[src/rtl/pts_pkg.sv]
// shared types and constants of the periodic task scheduler
package pts_pkg;

    // default number of task slots
    localparam int TASK_SLOTS_DEF = 8;

    // most fire results one process request may give
    localparam int MAX_FIRES = 8;

    // command codes as they arrive on the action field
    typedef enum logic [1:0] {
        OP_TICK     = 2'd0,
        OP_PROCESS  = 2'd1,
        OP_REGISTER = 2'd2,
        OP_TRIGGER  = 2'd3
    } op_t;

    // result kinds
    typedef enum logic [2:0] {
        KIND_FIRED      = 3'd0,
        KIND_REGISTERED = 3'd1,
        KIND_NONE_DUE   = 3'd2,
        KIND_TICK       = 3'd3,
        KIND_ERROR      = 3'd4
    } kind_t;

    // execution engine states
    typedef enum logic {
        ST_IDLE,
        ST_SCAN
    } state_t;

    // classified command held between front and back
    typedef struct packed {
        op_t         op;
        logic [2:0]  sel;
        logic [15:0] period;
    } cmd_t;

    // one result item
    typedef struct packed {
        kind_t       kind;
        logic [2:0]  slot;
        logic [31:0] uptime;
        logic        last;
    } res_t;

endpackage

[src/rtl/pts_cmd_queue.sv]
// front end: accepts requests, classifies the action and queues commands
module pts_cmd_queue
    import pts_pkg::*;
(
    input  logic        clk,
    input  logic        rst_n,
    input  logic        push,
    output logic        full,
    input  logic [1:0]  action,
    input  logic [2:0]  slot_select,
    input  logic [15:0] period_ms,
    output logic        cmd_valid,
    output cmd_t        cmd,
    input  logic        cmd_pop
);

    logic [1:0] count_reg, count_next;
    logic       wr_ptr_reg, wr_ptr_next;
    logic       rd_ptr_reg, rd_ptr_next;
    cmd_t       entry_reg [2];
    cmd_t       wr_cmd;
    logic       do_wr, do_rd;

    // classify the incoming request
    always_comb
    begin
        wr_cmd.op     = op_t'(action);
        wr_cmd.sel    = slot_select;
        wr_cmd.period = period_ms;
    end

    assign full      = (count_reg == 2'd2);
    assign cmd_valid = (count_reg != 2'd0);
    assign cmd       = entry_reg[rd_ptr_reg];
    assign do_wr     = push && !full;
    assign do_rd     = cmd_pop && cmd_valid;

    // pointer and fill count update
    always_comb
    begin
        wr_ptr_next = do_wr ? !wr_ptr_reg : wr_ptr_reg;
        rd_ptr_next = do_rd ? !rd_ptr_reg : rd_ptr_reg;
        count_next  = count_reg;
        if (do_wr && !do_rd)
        begin
            count_next = count_reg + 2'd1;
        end
        else if (do_rd && !do_wr)
        begin
            count_next = count_reg - 2'd1;
        end
    end

    always_ff @(posedge clk or negedge rst_n)
    begin
        if (!rst_n)
        begin
            count_reg  <= 2'd0;
            wr_ptr_reg <= 1'b0;
            rd_ptr_reg <= 1'b0;
        end
        else
        begin
            count_reg  <= count_next;
            wr_ptr_reg <= wr_ptr_next;
            rd_ptr_reg <= rd_ptr_next;
        end
    end

    // command storage
    always_ff @(posedge clk)
    begin
        if (do_wr)
        begin
            entry_reg[wr_ptr_reg] <= wr_cmd;
        end
    end

endmodule

[src/rtl/pts_exec.sv]
// back end: keeps uptime and slot tables and carries out queued commands
module pts_exec
    import pts_pkg::*;
#(
    parameter int TASK_SLOTS = TASK_SLOTS_DEF
)
(
    input  logic clk,
    input  logic rst_n,
    input  logic cmd_valid,
    input  cmd_t cmd,
    output logic cmd_pop,
    output logic res_push,
    output res_t res,
    input  logic res_full
);

    localparam int CW = $clog2(TASK_SLOTS + 1);
    localparam int SW = (TASK_SLOTS > 1) ? $clog2(TASK_SLOTS) : 1;
    localparam int FW = $clog2(MAX_FIRES + 1);

    state_t        state_reg, state_next;
    logic [31:0]   elapsed_reg, elapsed_next;
    logic [CW-1:0] used_reg, used_next;
    logic [CW-1:0] idx_reg, idx_next;
    logic [FW-1:0] nfire_reg, nfire_next;
    logic          hold_valid_reg, hold_valid_next;
    logic [2:0]    hold_slot_reg, hold_slot_next;
    logic [15:0]   cnt_reg [TASK_SLOTS];
    logic [15:0]   cnt_next [TASK_SLOTS];
    logic [15:0]   per_reg [TASK_SLOTS];
    logic          per_we;
    logic [SW-1:0] per_waddr;
    logic [15:0]   per_wdata;
    logic          scan_end;
    logic          due;

    // scan bookkeeping
    assign scan_end = (idx_reg == used_reg) || (nfire_reg == FW'(MAX_FIRES));
    assign due      = !scan_end && (cnt_reg[idx_reg[SW-1:0]] >= per_reg[idx_reg[SW-1:0]]);

    // next state and outputs
    always_comb
    begin
        state_next      = state_reg;
        elapsed_next    = elapsed_reg;
        used_next       = used_reg;
        idx_next        = idx_reg;
        nfire_next      = nfire_reg;
        hold_valid_next = hold_valid_reg;
        hold_slot_next  = hold_slot_reg;
        cnt_next        = cnt_reg;
        per_we          = 1'b0;
        per_waddr       = used_reg[SW-1:0];
        per_wdata       = cmd.period;
        cmd_pop         = 1'b0;
        res_push        = 1'b0;
        res.kind        = KIND_ERROR;
        res.slot        = 3'd0;
        res.uptime      = elapsed_reg;
        res.last        = 1'b1;
        unique case (state_reg)
            ST_IDLE:
            begin
                if (cmd_valid && !res_full)
                begin
                    cmd_pop = 1'b1;
                    unique case (cmd.op)
                        OP_TICK:
                        begin
                            elapsed_next = elapsed_reg + 32'd1;
                            for (int i = 0; i < TASK_SLOTS; i++)
                            begin
                                if ((CW'(i) < used_reg) && (cnt_reg[i] != 16'hFFFF))
                                begin
                                    cnt_next[i] = cnt_reg[i] + 16'd1;
                                end
                            end
                            res_push   = 1'b1;
                            res.kind   = KIND_TICK;
                            res.uptime = elapsed_next;
                        end
                        OP_PROCESS:
                        begin
                            state_next      = ST_SCAN;
                            idx_next        = '0;
                            nfire_next      = '0;
                            hold_valid_next = 1'b0;
                        end
                        OP_REGISTER:
                        begin
                            res_push = 1'b1;
                            if (used_reg != CW'(TASK_SLOTS))
                            begin
                                per_we                    = 1'b1;
                                cnt_next[used_reg[SW-1:0]] = 16'd0;
                                used_next                 = used_reg + CW'(1);
                                res.kind                  = KIND_REGISTERED;
                                res.slot                  = 3'(used_reg);
                            end
                        end
                        OP_TRIGGER:
                        begin
                            res_push = 1'b1;
                            if (32'(cmd.sel) < 32'(used_reg))
                            begin
                                cnt_next[SW'(cmd.sel)] = 16'd0;
                                res.kind               = KIND_FIRED;
                                res.slot               = cmd.sel;
                            end
                        end
                        default:
                        begin
                            cmd_pop = 1'b1;
                        end
                    endcase
                end
            end
            ST_SCAN:
            begin
                if (scan_end)
                begin
                    // close the run with the held fire or a nothing-due result
                    if (!res_full)
                    begin
                        res_push   = 1'b1;
                        state_next = ST_IDLE;
                        if (hold_valid_reg)
                        begin
                            res.kind = KIND_FIRED;
                            res.slot = hold_slot_reg;
                        end
                        else
                        begin
                            res.kind = KIND_NONE_DUE;
                        end
                    end
                end
                else if (due)
                begin
                    // a fire is held one step so the last one can be marked
                    if (!hold_valid_reg || !res_full)
                    begin
                        res_push                  = hold_valid_reg;
                        res.kind                  = KIND_FIRED;
                        res.slot                  = hold_slot_reg;
                        res.last                  = 1'b0;
                        hold_valid_next           = 1'b1;
                        hold_slot_next            = 3'(idx_reg);
                        cnt_next[idx_reg[SW-1:0]] = 16'd0;
                        nfire_next                = nfire_reg + FW'(1);
                        idx_next                  = idx_reg + CW'(1);
                    end
                end
                else
                begin
                    idx_next = idx_reg + CW'(1);
                end
            end
            default:
            begin
                state_next = ST_IDLE;
            end
        endcase
    end

    // control state
    always_ff @(posedge clk or negedge rst_n)
    begin
        if (!rst_n)
        begin
            state_reg      <= ST_IDLE;
            elapsed_reg    <= 32'd0;
            used_reg       <= '0;
            idx_reg        <= '0;
            nfire_reg      <= '0;
            hold_valid_reg <= 1'b0;
        end
        else
        begin
            state_reg      <= state_next;
            elapsed_reg    <= elapsed_next;
            used_reg       <= used_next;
            idx_reg        <= idx_next;
            nfire_reg      <= nfire_next;
            hold_valid_reg <= hold_valid_next;
        end
    end

    // slot tables, cleared by registration before first use
    always_ff @(posedge clk)
    begin
        hold_slot_reg <= hold_slot_next;
        for (int i = 0; i < TASK_SLOTS; i++)
        begin
            cnt_reg[i] <= cnt_next[i];
        end
        if (per_we)
        begin
            per_reg[per_waddr] <= per_wdata;
        end
    end

endmodule

[src/rtl/pts_res_queue.sv]
// result queue between the engine and the result port
module pts_res_queue
    import pts_pkg::*;
(
    input  logic clk,
    input  logic rst_n,
    input  logic res_push,
    input  res_t res,
    output logic res_full,
    output logic empty,
    input  logic pop,
    output res_t head
);

    logic [1:0] count_reg, count_next;
    logic       wr_ptr_reg;
    logic       rd_ptr_reg;
    res_t       entry_reg [2];
    logic       do_wr, do_rd;

    assign res_full = (count_reg == 2'd2);
    assign empty    = (count_reg == 2'd0);
    assign head     = entry_reg[rd_ptr_reg];
    assign do_wr    = res_push && !res_full;
    assign do_rd    = pop && !empty;

    // fill count
    always_comb
    begin
        count_next = count_reg;
        if (do_wr && !do_rd)
        begin
            count_next = count_reg + 2'd1;
        end
        else if (do_rd && !do_wr)
        begin
            count_next = count_reg - 2'd1;
        end
    end

    always_ff @(posedge clk or negedge rst_n)
    begin
        if (!rst_n)
        begin
            count_reg  <= 2'd0;
            wr_ptr_reg <= 1'b0;
            rd_ptr_reg <= 1'b0;
        end
        else
        begin
            count_reg <= count_next;
            if (do_wr)
            begin
                wr_ptr_reg <= !wr_ptr_reg;
            end
            if (do_rd)
            begin
                rd_ptr_reg <= !rd_ptr_reg;
            end
        end
    end

    // result storage
    always_ff @(posedge clk)
    begin
        if (do_wr)
        begin
            entry_reg[wr_ptr_reg] <= res;
        end
    end

endmodule

[src/rtl/periodic_task_scheduler.sv]
// top level of the periodic task scheduler
//
// requests enter through a queue port: push with action, slot_select and
// period_ms; a request is taken when push is high and full is low
// results leave through a queue port: the oldest result sits on result_kind,
// slot, uptime_ms and last_of_run while empty is low, and is taken on pop
// a two-entry command queue decouples the request side from the engine, and
// a two-entry result queue decouples the engine from the result side
// tick, register and trigger each give one result, pushed by the engine
// as it takes the command from the command queue
// process starts a scan of the registered slots, one slot per cycle unless a
// fire must wait for room in the result queue, and then closes the run with a
// last result; the scan stops early once eight slots have fired
// when the receiver stalls, results fill the result queue, the engine waits,
// then the command queue fills and full rises; nothing is dropped
// reset clears uptime, the slot count and both queues
module periodic_task_scheduler
    import pts_pkg::*;
#(
    parameter int TASK_SLOTS = TASK_SLOTS_DEF
)
(
    input  logic        clk,
    input  logic        rst_n,
    input  logic        push,
    output logic        full,
    input  logic [1:0]  action,
    input  logic [2:0]  slot_select,
    input  logic [15:0] period_ms,
    output logic        empty,
    input  logic        pop,
    output logic [2:0]  result_kind,
    output logic [2:0]  slot,
    output logic [31:0] uptime_ms,
    output logic        last_of_run
);

    logic cmd_valid;
    cmd_t cmd;
    logic cmd_pop;
    logic res_push;
    res_t res;
    logic res_full;
    res_t head;

    pts_cmd_queue u_front
    (
        .clk         (clk),
        .rst_n       (rst_n),
        .push        (push),
        .full        (full),
        .action      (action),
        .slot_select (slot_select),
        .period_ms   (period_ms),
        .cmd_valid   (cmd_valid),
        .cmd         (cmd),
        .cmd_pop     (cmd_pop)
    );

    pts_exec #(
        .TASK_SLOTS (TASK_SLOTS)
    ) u_exec
    (
        .clk       (clk),
        .rst_n     (rst_n),
        .cmd_valid (cmd_valid),
        .cmd       (cmd),
        .cmd_pop   (cmd_pop),
        .res_push  (res_push),
        .res       (res),
        .res_full  (res_full)
    );

    pts_res_queue u_back
    (
        .clk      (clk),
        .rst_n    (rst_n),
        .res_push (res_push),
        .res      (res),
        .res_full (res_full),
        .empty    (empty),
        .pop      (pop),
        .head     (head)
    );

    // result fields
    assign result_kind = head.kind;
    assign slot        = head.slot;
    assign uptime_ms   = head.uptime;
    assign last_of_run = head.last;

    // engine never writes into a full result queue
    assert property (@(posedge clk) disable iff (!rst_n) res_push |-> !res_full)
        else $error("result written into full queue");

    // a command is taken only when its first result has room
    assert property (@(posedge clk) disable iff (!rst_n) cmd_pop |-> (cmd_valid && !res_full))
        else $error("command taken without result room");

    // every kind other than fired ends its run
    assert property (@(posedge clk) disable iff (!rst_n)
        (res_push && (res.kind != KIND_FIRED)) |-> res.last)
        else $error("non-fire result without run end");

endmodule
[config.mk]
export PLATFORM = sky130hd
export DESIGN_NAME = periodic_task_scheduler
export DESIGN_NICKNAME = d
export VERILOG_FILES = /design/src/rtl/pts_pkg.sv /design/src/rtl/pts_cmd_queue.sv /design/src/rtl/pts_exec.sv /design/src/rtl/pts_res_queue.sv /design/src/rtl/periodic_task_scheduler.sv
export SDC_FILE = /design/constraint.sdc
export NUM_CORES = 1
export LEC_CHECK = 0
export BUFFER_PORTS_ARGS = -buffer_cell sky130_fd_sc_hd__clkbuf_2
export CORE_MARGIN = 2
export CORE_UTILIZATION = 30
export CTS_BUF_LIST = sky130_fd_sc_hd__clkbuf_8
export DETAILED_ROUTE_END_ITERATION = 16
export MAX_ROUTING_LAYER = met4
export PLACE_DENSITY_LB_ADDON = 0.08
export SLEW_MARGIN = 40
export SYNTH_ARGS = -nofsm -noshare
export SYNTH_HDL_FRONTEND = slang
export SYNTH_HIERARCHICAL = 1
export SYNTH_SLANG_ARGS = --single-unit
[constraint.sdc]
create_clock -name clk -period 5.5 [get_ports clk]
set_input_delay 1.65 -clock clk [delete_from_list [all_inputs] [get_ports clk]]
set_output_delay 1.65 -clock clk [all_outputs]
set_load 0.01 [all_outputs]
==> impl_summary.md <==
Run status
The run finished with clean final reports.

Critical path
The startpoint identified for the worst register-to-register timing path is u_exec/idx_reg[2]$_DFFE_PN0P_. The worst register-to-register path has a setup slack of 0.69 ns. The endpoint required time on the critical path is roughly 5.8 ns. The critical path buffer and inverter count is 1.

The cell seen most often among critical-path stages is nand2_1. The end of the worst register-to-register path is u_back/entry_reg[0][14]$_DFFE_PP_. STA puts the critical path data arrival time at 5.13 ns. The cell family contributing the most delay on the critical path is simple AND/OR/NAND/NOR gates. The element type at the critical path end is a flip-flop. The startpoint class of the critical path is a flip-flop. The signal on the critical path passes through and3b_2 > a22o_1 > a221oi_1 > and3_1 > ha_1 > nand4_1 > nor3_1 > a311oi_2 > nand2_1 > nand2_1 > a311oi_1 > nand2_1 > nor2_4 > buf_4. The largest stage delay on the critical path is 0.76 ns. The critical path in this run is classified as flip-flop to flip-flop. The slowest stage of the critical path is the and3b_2 cell. In this run the worst path has a maximum fanout of 39. The path depth of the worst reg2reg path is 14.

Drt
In the final routed layout, each cell accounts on average for 23.19 µm. The violation count after the first detailed-routing iteration is approximately 1.4k. The length of routed wiring on met1 is 31790 µm. For this run, design rule violations remaining after detail routing come to 0. The sum of met2 wire segment lengths after detailed routing is 31730 µm. Detailed routing inserted a total of roughly 16k vias. The routed design uses 3955 µm of met3 wire. Using the TritonRoute via totals, the vias-per-cell ratio works out to 5.338.

The final layout contains routed wiring with a total length of ~69000 µm. The first-pass detailed-route iteration total is 6. After detailed routing, no signal wire sits above met4. Once detail routing completed, the nets flagged for antenna violations numbered 0.

Synthesis
The xor/xnor share of the synthesized area is 3.763%. The synthesized netlist devotes 1.944% of its cell area to adder and majority cells. The number of different library cells used by synthesis comes to 77. The cell accounting for the most synthesized area is edfxtp_1. When the netlist entered floorplanning its net count stood at 1936. The dominant register cell in the synthesized netlist is edfxtp_1.

In the synthesized netlist the async set-or-reset flop fraction comes to 12.47%. The mapped cell area is 21880 µm². Ranked by total cell area, the synthesized netlist is headed by edfxtp_1 52%, dfrtp_1 6.2%, a22oi_1 4.2%. The synthesized flop and latch total is 433.

The synthesized design contains 379 enable-type register cells. During synthesis, Yosys emitted a total of 6 warnings. The largest family of logic cells by synthesized area is compound AO/OA/AOI/OAI gates. Each instance of the synthesized netlist takes up on average 11.66 µm². The synthesized design devotes to its leading area cell type a little over half of total area.

The fraction of the mapped netlist area in simple logic gates is 13.82%. In the synthesized netlist, mux cells make up 5.015% of the area. The synthesized netlist devotes around 14% of its cell area to compound gates. Synthesis produced a netlist whose cell count is 1877. The sequential fraction of the synthesis area is 58.19%.

Timing
Clock skew on the completed layout was measured at ~0.043 ns. The worst hold margin is 0.4964 ns. The number of pins exceeding their max-slew limit in the final report is 0. Measured against its own limit, the worst slew margin works out to between 40% and 50%.

The minimum clock period after layout is 4.813 ns. The maximum operating frequency is 207.8 MHz. Setup repair after global routing left no endpoint under its margin. The count of endpoints failing hold in the final timing report is 0. Setup violations remaining at the end of the flow were counted as 0. At the pin with the least slew margin, the transition time is 0.8024 ns.

In the final timing run, aggregate negative setup slack is 0 ns. After layout, the worst path uses 87.52% of the clock period.

Placement
The HPWL reported at the end of detailed placement is 47280 µm. Once placement finished, the instance area stood at between 20000 and 25000 µm². The cell total after placement is 2829. At the end of routability-driven placement, the weighted congestion stood at just under 0.9. During placement, the flow inserted port buffers numbering 65.

Pwr
The power density relative to cell area is 665.7 nW/µm². In this run the static leakage power is approximately 8.8 nW. Across the VDD grid, the largest voltage drop is between 0.2 and 0.3 mV.

Clocking
The clock net sink count is 433. At the later pin of the worst-skew pair, clock insertion delay measures around 0.69 ns. The tree is rooted in a clkbuf_8. TritonCTS built the clock tree. In this run the deepest clock path goes through 3 buffers. The number of hold buffers added after CTS was 0. The H-tree was split into 3 levels. The clock buffer count from CTS is 83.

After clock tree synthesis, the clock-pin slew on the worst setup and hold paths is approximately 0.060 ns. After clock tree synthesis, the setup repair step added 0 buffers. The quantity of gates resized following cts is 0.

Die
The floorplan step defined a core boundary enclosing 72590 µm². The I/O pin total is 66. The die covers ~75000 µm².

In this run the horizontal extent of the chip is 274.1 µm. The row count is 99. The die is 274.1 µm tall. The initial utilization of the core area, before any placement, comes to 30.14%.

GRT
After global routing the overflow that remains totals 0. Global routing used 18.84% of the available tracks. The via count of the first global-routing pass is 15.35k. The first-pass GRT wire length is 102800 µm. The initial antenna violation count came to 1. Entering global routing, the biggest net connects 76 pins.

Layout
The net count of the finished layout is 2014. At the end of the flow the core is filled with cells to 34.40%. The number of fill cells in the layout is 7294. The area growth from synthesis to layout is 14.13%. The final non-filler cell area is between 20000 and 25000 µm².

The proportion of layout cells with a drive suffix above 1 is 16.58%. The count of cells in the finished layout, fillers not included, comes to 2981.

Worst hold path
The path with the worst hold slack has its endpoint at u_front/count_reg[1]$_DFFE_PN0P_. The class of the worst hold path is flip-flop to flip-flop. Along the worst hold path, the cell count comes to 1. The origin of the worst min-delay path is u_front/count_reg[1]$_DFFE_PN0P_.

Flow run
The count of max-cap constraint violations is 0.
-- layer usage --
metal | vias to the layer above | global-route usage (%)
li1 | 7425 | -
met1 | 7884 | 25.51
met2 | 484 | 28.99
met3 | 119 | 3.048
met4 | 0 | 5.749
met5 | - | -
-- power breakdown --
group	leakage [nW]	total (mW)	internal, mW	switching [mW]
clock	0.904	3.01	1.54	1.46
combinational	3.65	6.65	2.52	4.13
sequential	4.23	6.97	5.39	1.57
total	8.78	16.6	9.46	7.17
-- kinds of logic (layout without fill, tap and decap cells) --
family | Yosys count | count (layout)
mux | 93 | 93
compound gates | 472 | 472
buf+inv | 152 | 295
fa+ha+maj | 34 | 34
simple gates | 599 | 599
xor+xnor | 94 | 94
flops | 433 | 433
other cells | 0 | 2
-- worst max path at each step --
stage	startpoint	slack, ns	cells after the start	endpoint
final	u_exec/idx_reg[2]$_DFFE_PN0P_	0.69	14	u_back/entry_reg[0][14]$_DFFE_PP_
after global routing	u_exec/idx_reg[2]$_DFFE_PN0P_	0.20	14	u_back/entry_reg[0][6]$_DFFE_PP_
after CTS	u_exec/idx_reg[2]$_DFFE_PN0P_	0.63	14	u_back/entry_reg[0][6]$_DFFE_PP_
after detailed placement	u_exec/idx_reg[2]$_DFFE_PN0P_	0.67	14	u_back/entry_reg[0][4]$_DFFE_PP_
after global placement	u_exec/idx_reg[2]$_DFFE_PN0P_	0.63	14	u_back/entry_reg[0][8]$_DFFE_PP_
after floorplan	u_exec/idx_reg[0]$_DFFE_PN0P_	0.22	15	u_back/entry_reg[0][0]$_DFFE_PP_
-- layout make-up --
| type | count | area (µm²) | share of cell area (%) |
|---|---|---|---|
| inverters | 35 | 131.4 | 0.5261 |
| flip-flops and latches | 433 | 12740 | 51.02 |
| multi-input cells | 1292 | 8636 | 34.58 |
| repair buffers | 110 | 716.9 | 2.871 |
| diodes | 2 | 5.005 | 0.02004 |
| clock inverters | 62 | 330.3 | 1.323 |
| well taps | 959 | 1200 | 4.805 |
| clock buffers | 88 | 1211 | 4.850 |
-- stage by stage --
step                      total power [mW]  setup WS, ns
after floorplan                      10.80        0.2236
after global placement               13.65        0.6341
after detailed placement             13.69        0.6687
after CTS                            16.78        0.6264
after global routing                 17.73        0.1967
final                                16.62        0.6866
-- cell usage after synthesis (all sizes together) (10+ instances only) --
| cell type | instances |
|---|---|
| o2bb2ai | 21 |
| a22oi | 122 |
| and2 | 10 |
| ha | 34 |
| o21a | 18 |
| nor2 | 79 |
| o22ai | 39 |
| o211ai | 11 |
| xor2 | 25 |
| and3 | 27 |
| edfxtp | 379 |
| nand3 | 109 |
| nand2 | 199 |
| a21oi | 76 |
| dfrtp | 54 |
| inv | 34 |
| mux2 | 76 |
| mux2i | 17 |
| buf | 19 |
| nor3 | 32 |
| nand2b | 13 |
| nor4 | 13 |
| xnor2 | 69 |
| nand4 | 45 |
| a22o | 18 |
| and4 | 18 |
| clkbuf | 98 |
| o21ai | 99 |
-- layout by cell type, fill, tap and decap left out, types with 8 or more instances in the layout --
cell type  count
nand4_1       45
o21a_1        18
a22o_1        18
clkinv_1      14
ha_1          34
xnor2_1       69
clkbuf_8      88
mux2_4        19
nor2_1        68
inv_1         64
nor3_1        29
nor4_1        11
mux2i_1       17
nand2_1      198
dfrtp_1       51
nor3b_1        8
nand2b_1      13
o22ai_1       39
and4_1        18
a22oi_1      122
nor2_2         8
nand3_1      107
edfxtp_1     379
buf_4         40
a31oi_1        8
or3_1          9
o211ai_1      11
clkinv_2      10
and2_1         8
clkbuf_2      64
xor2_1        25
a221oi_1       8
mux2_2        57
o2bb2ai_1     21
a21oi_1       73
and3_1        25
o21ai_0       94
(Power assumes the default switching activity.)
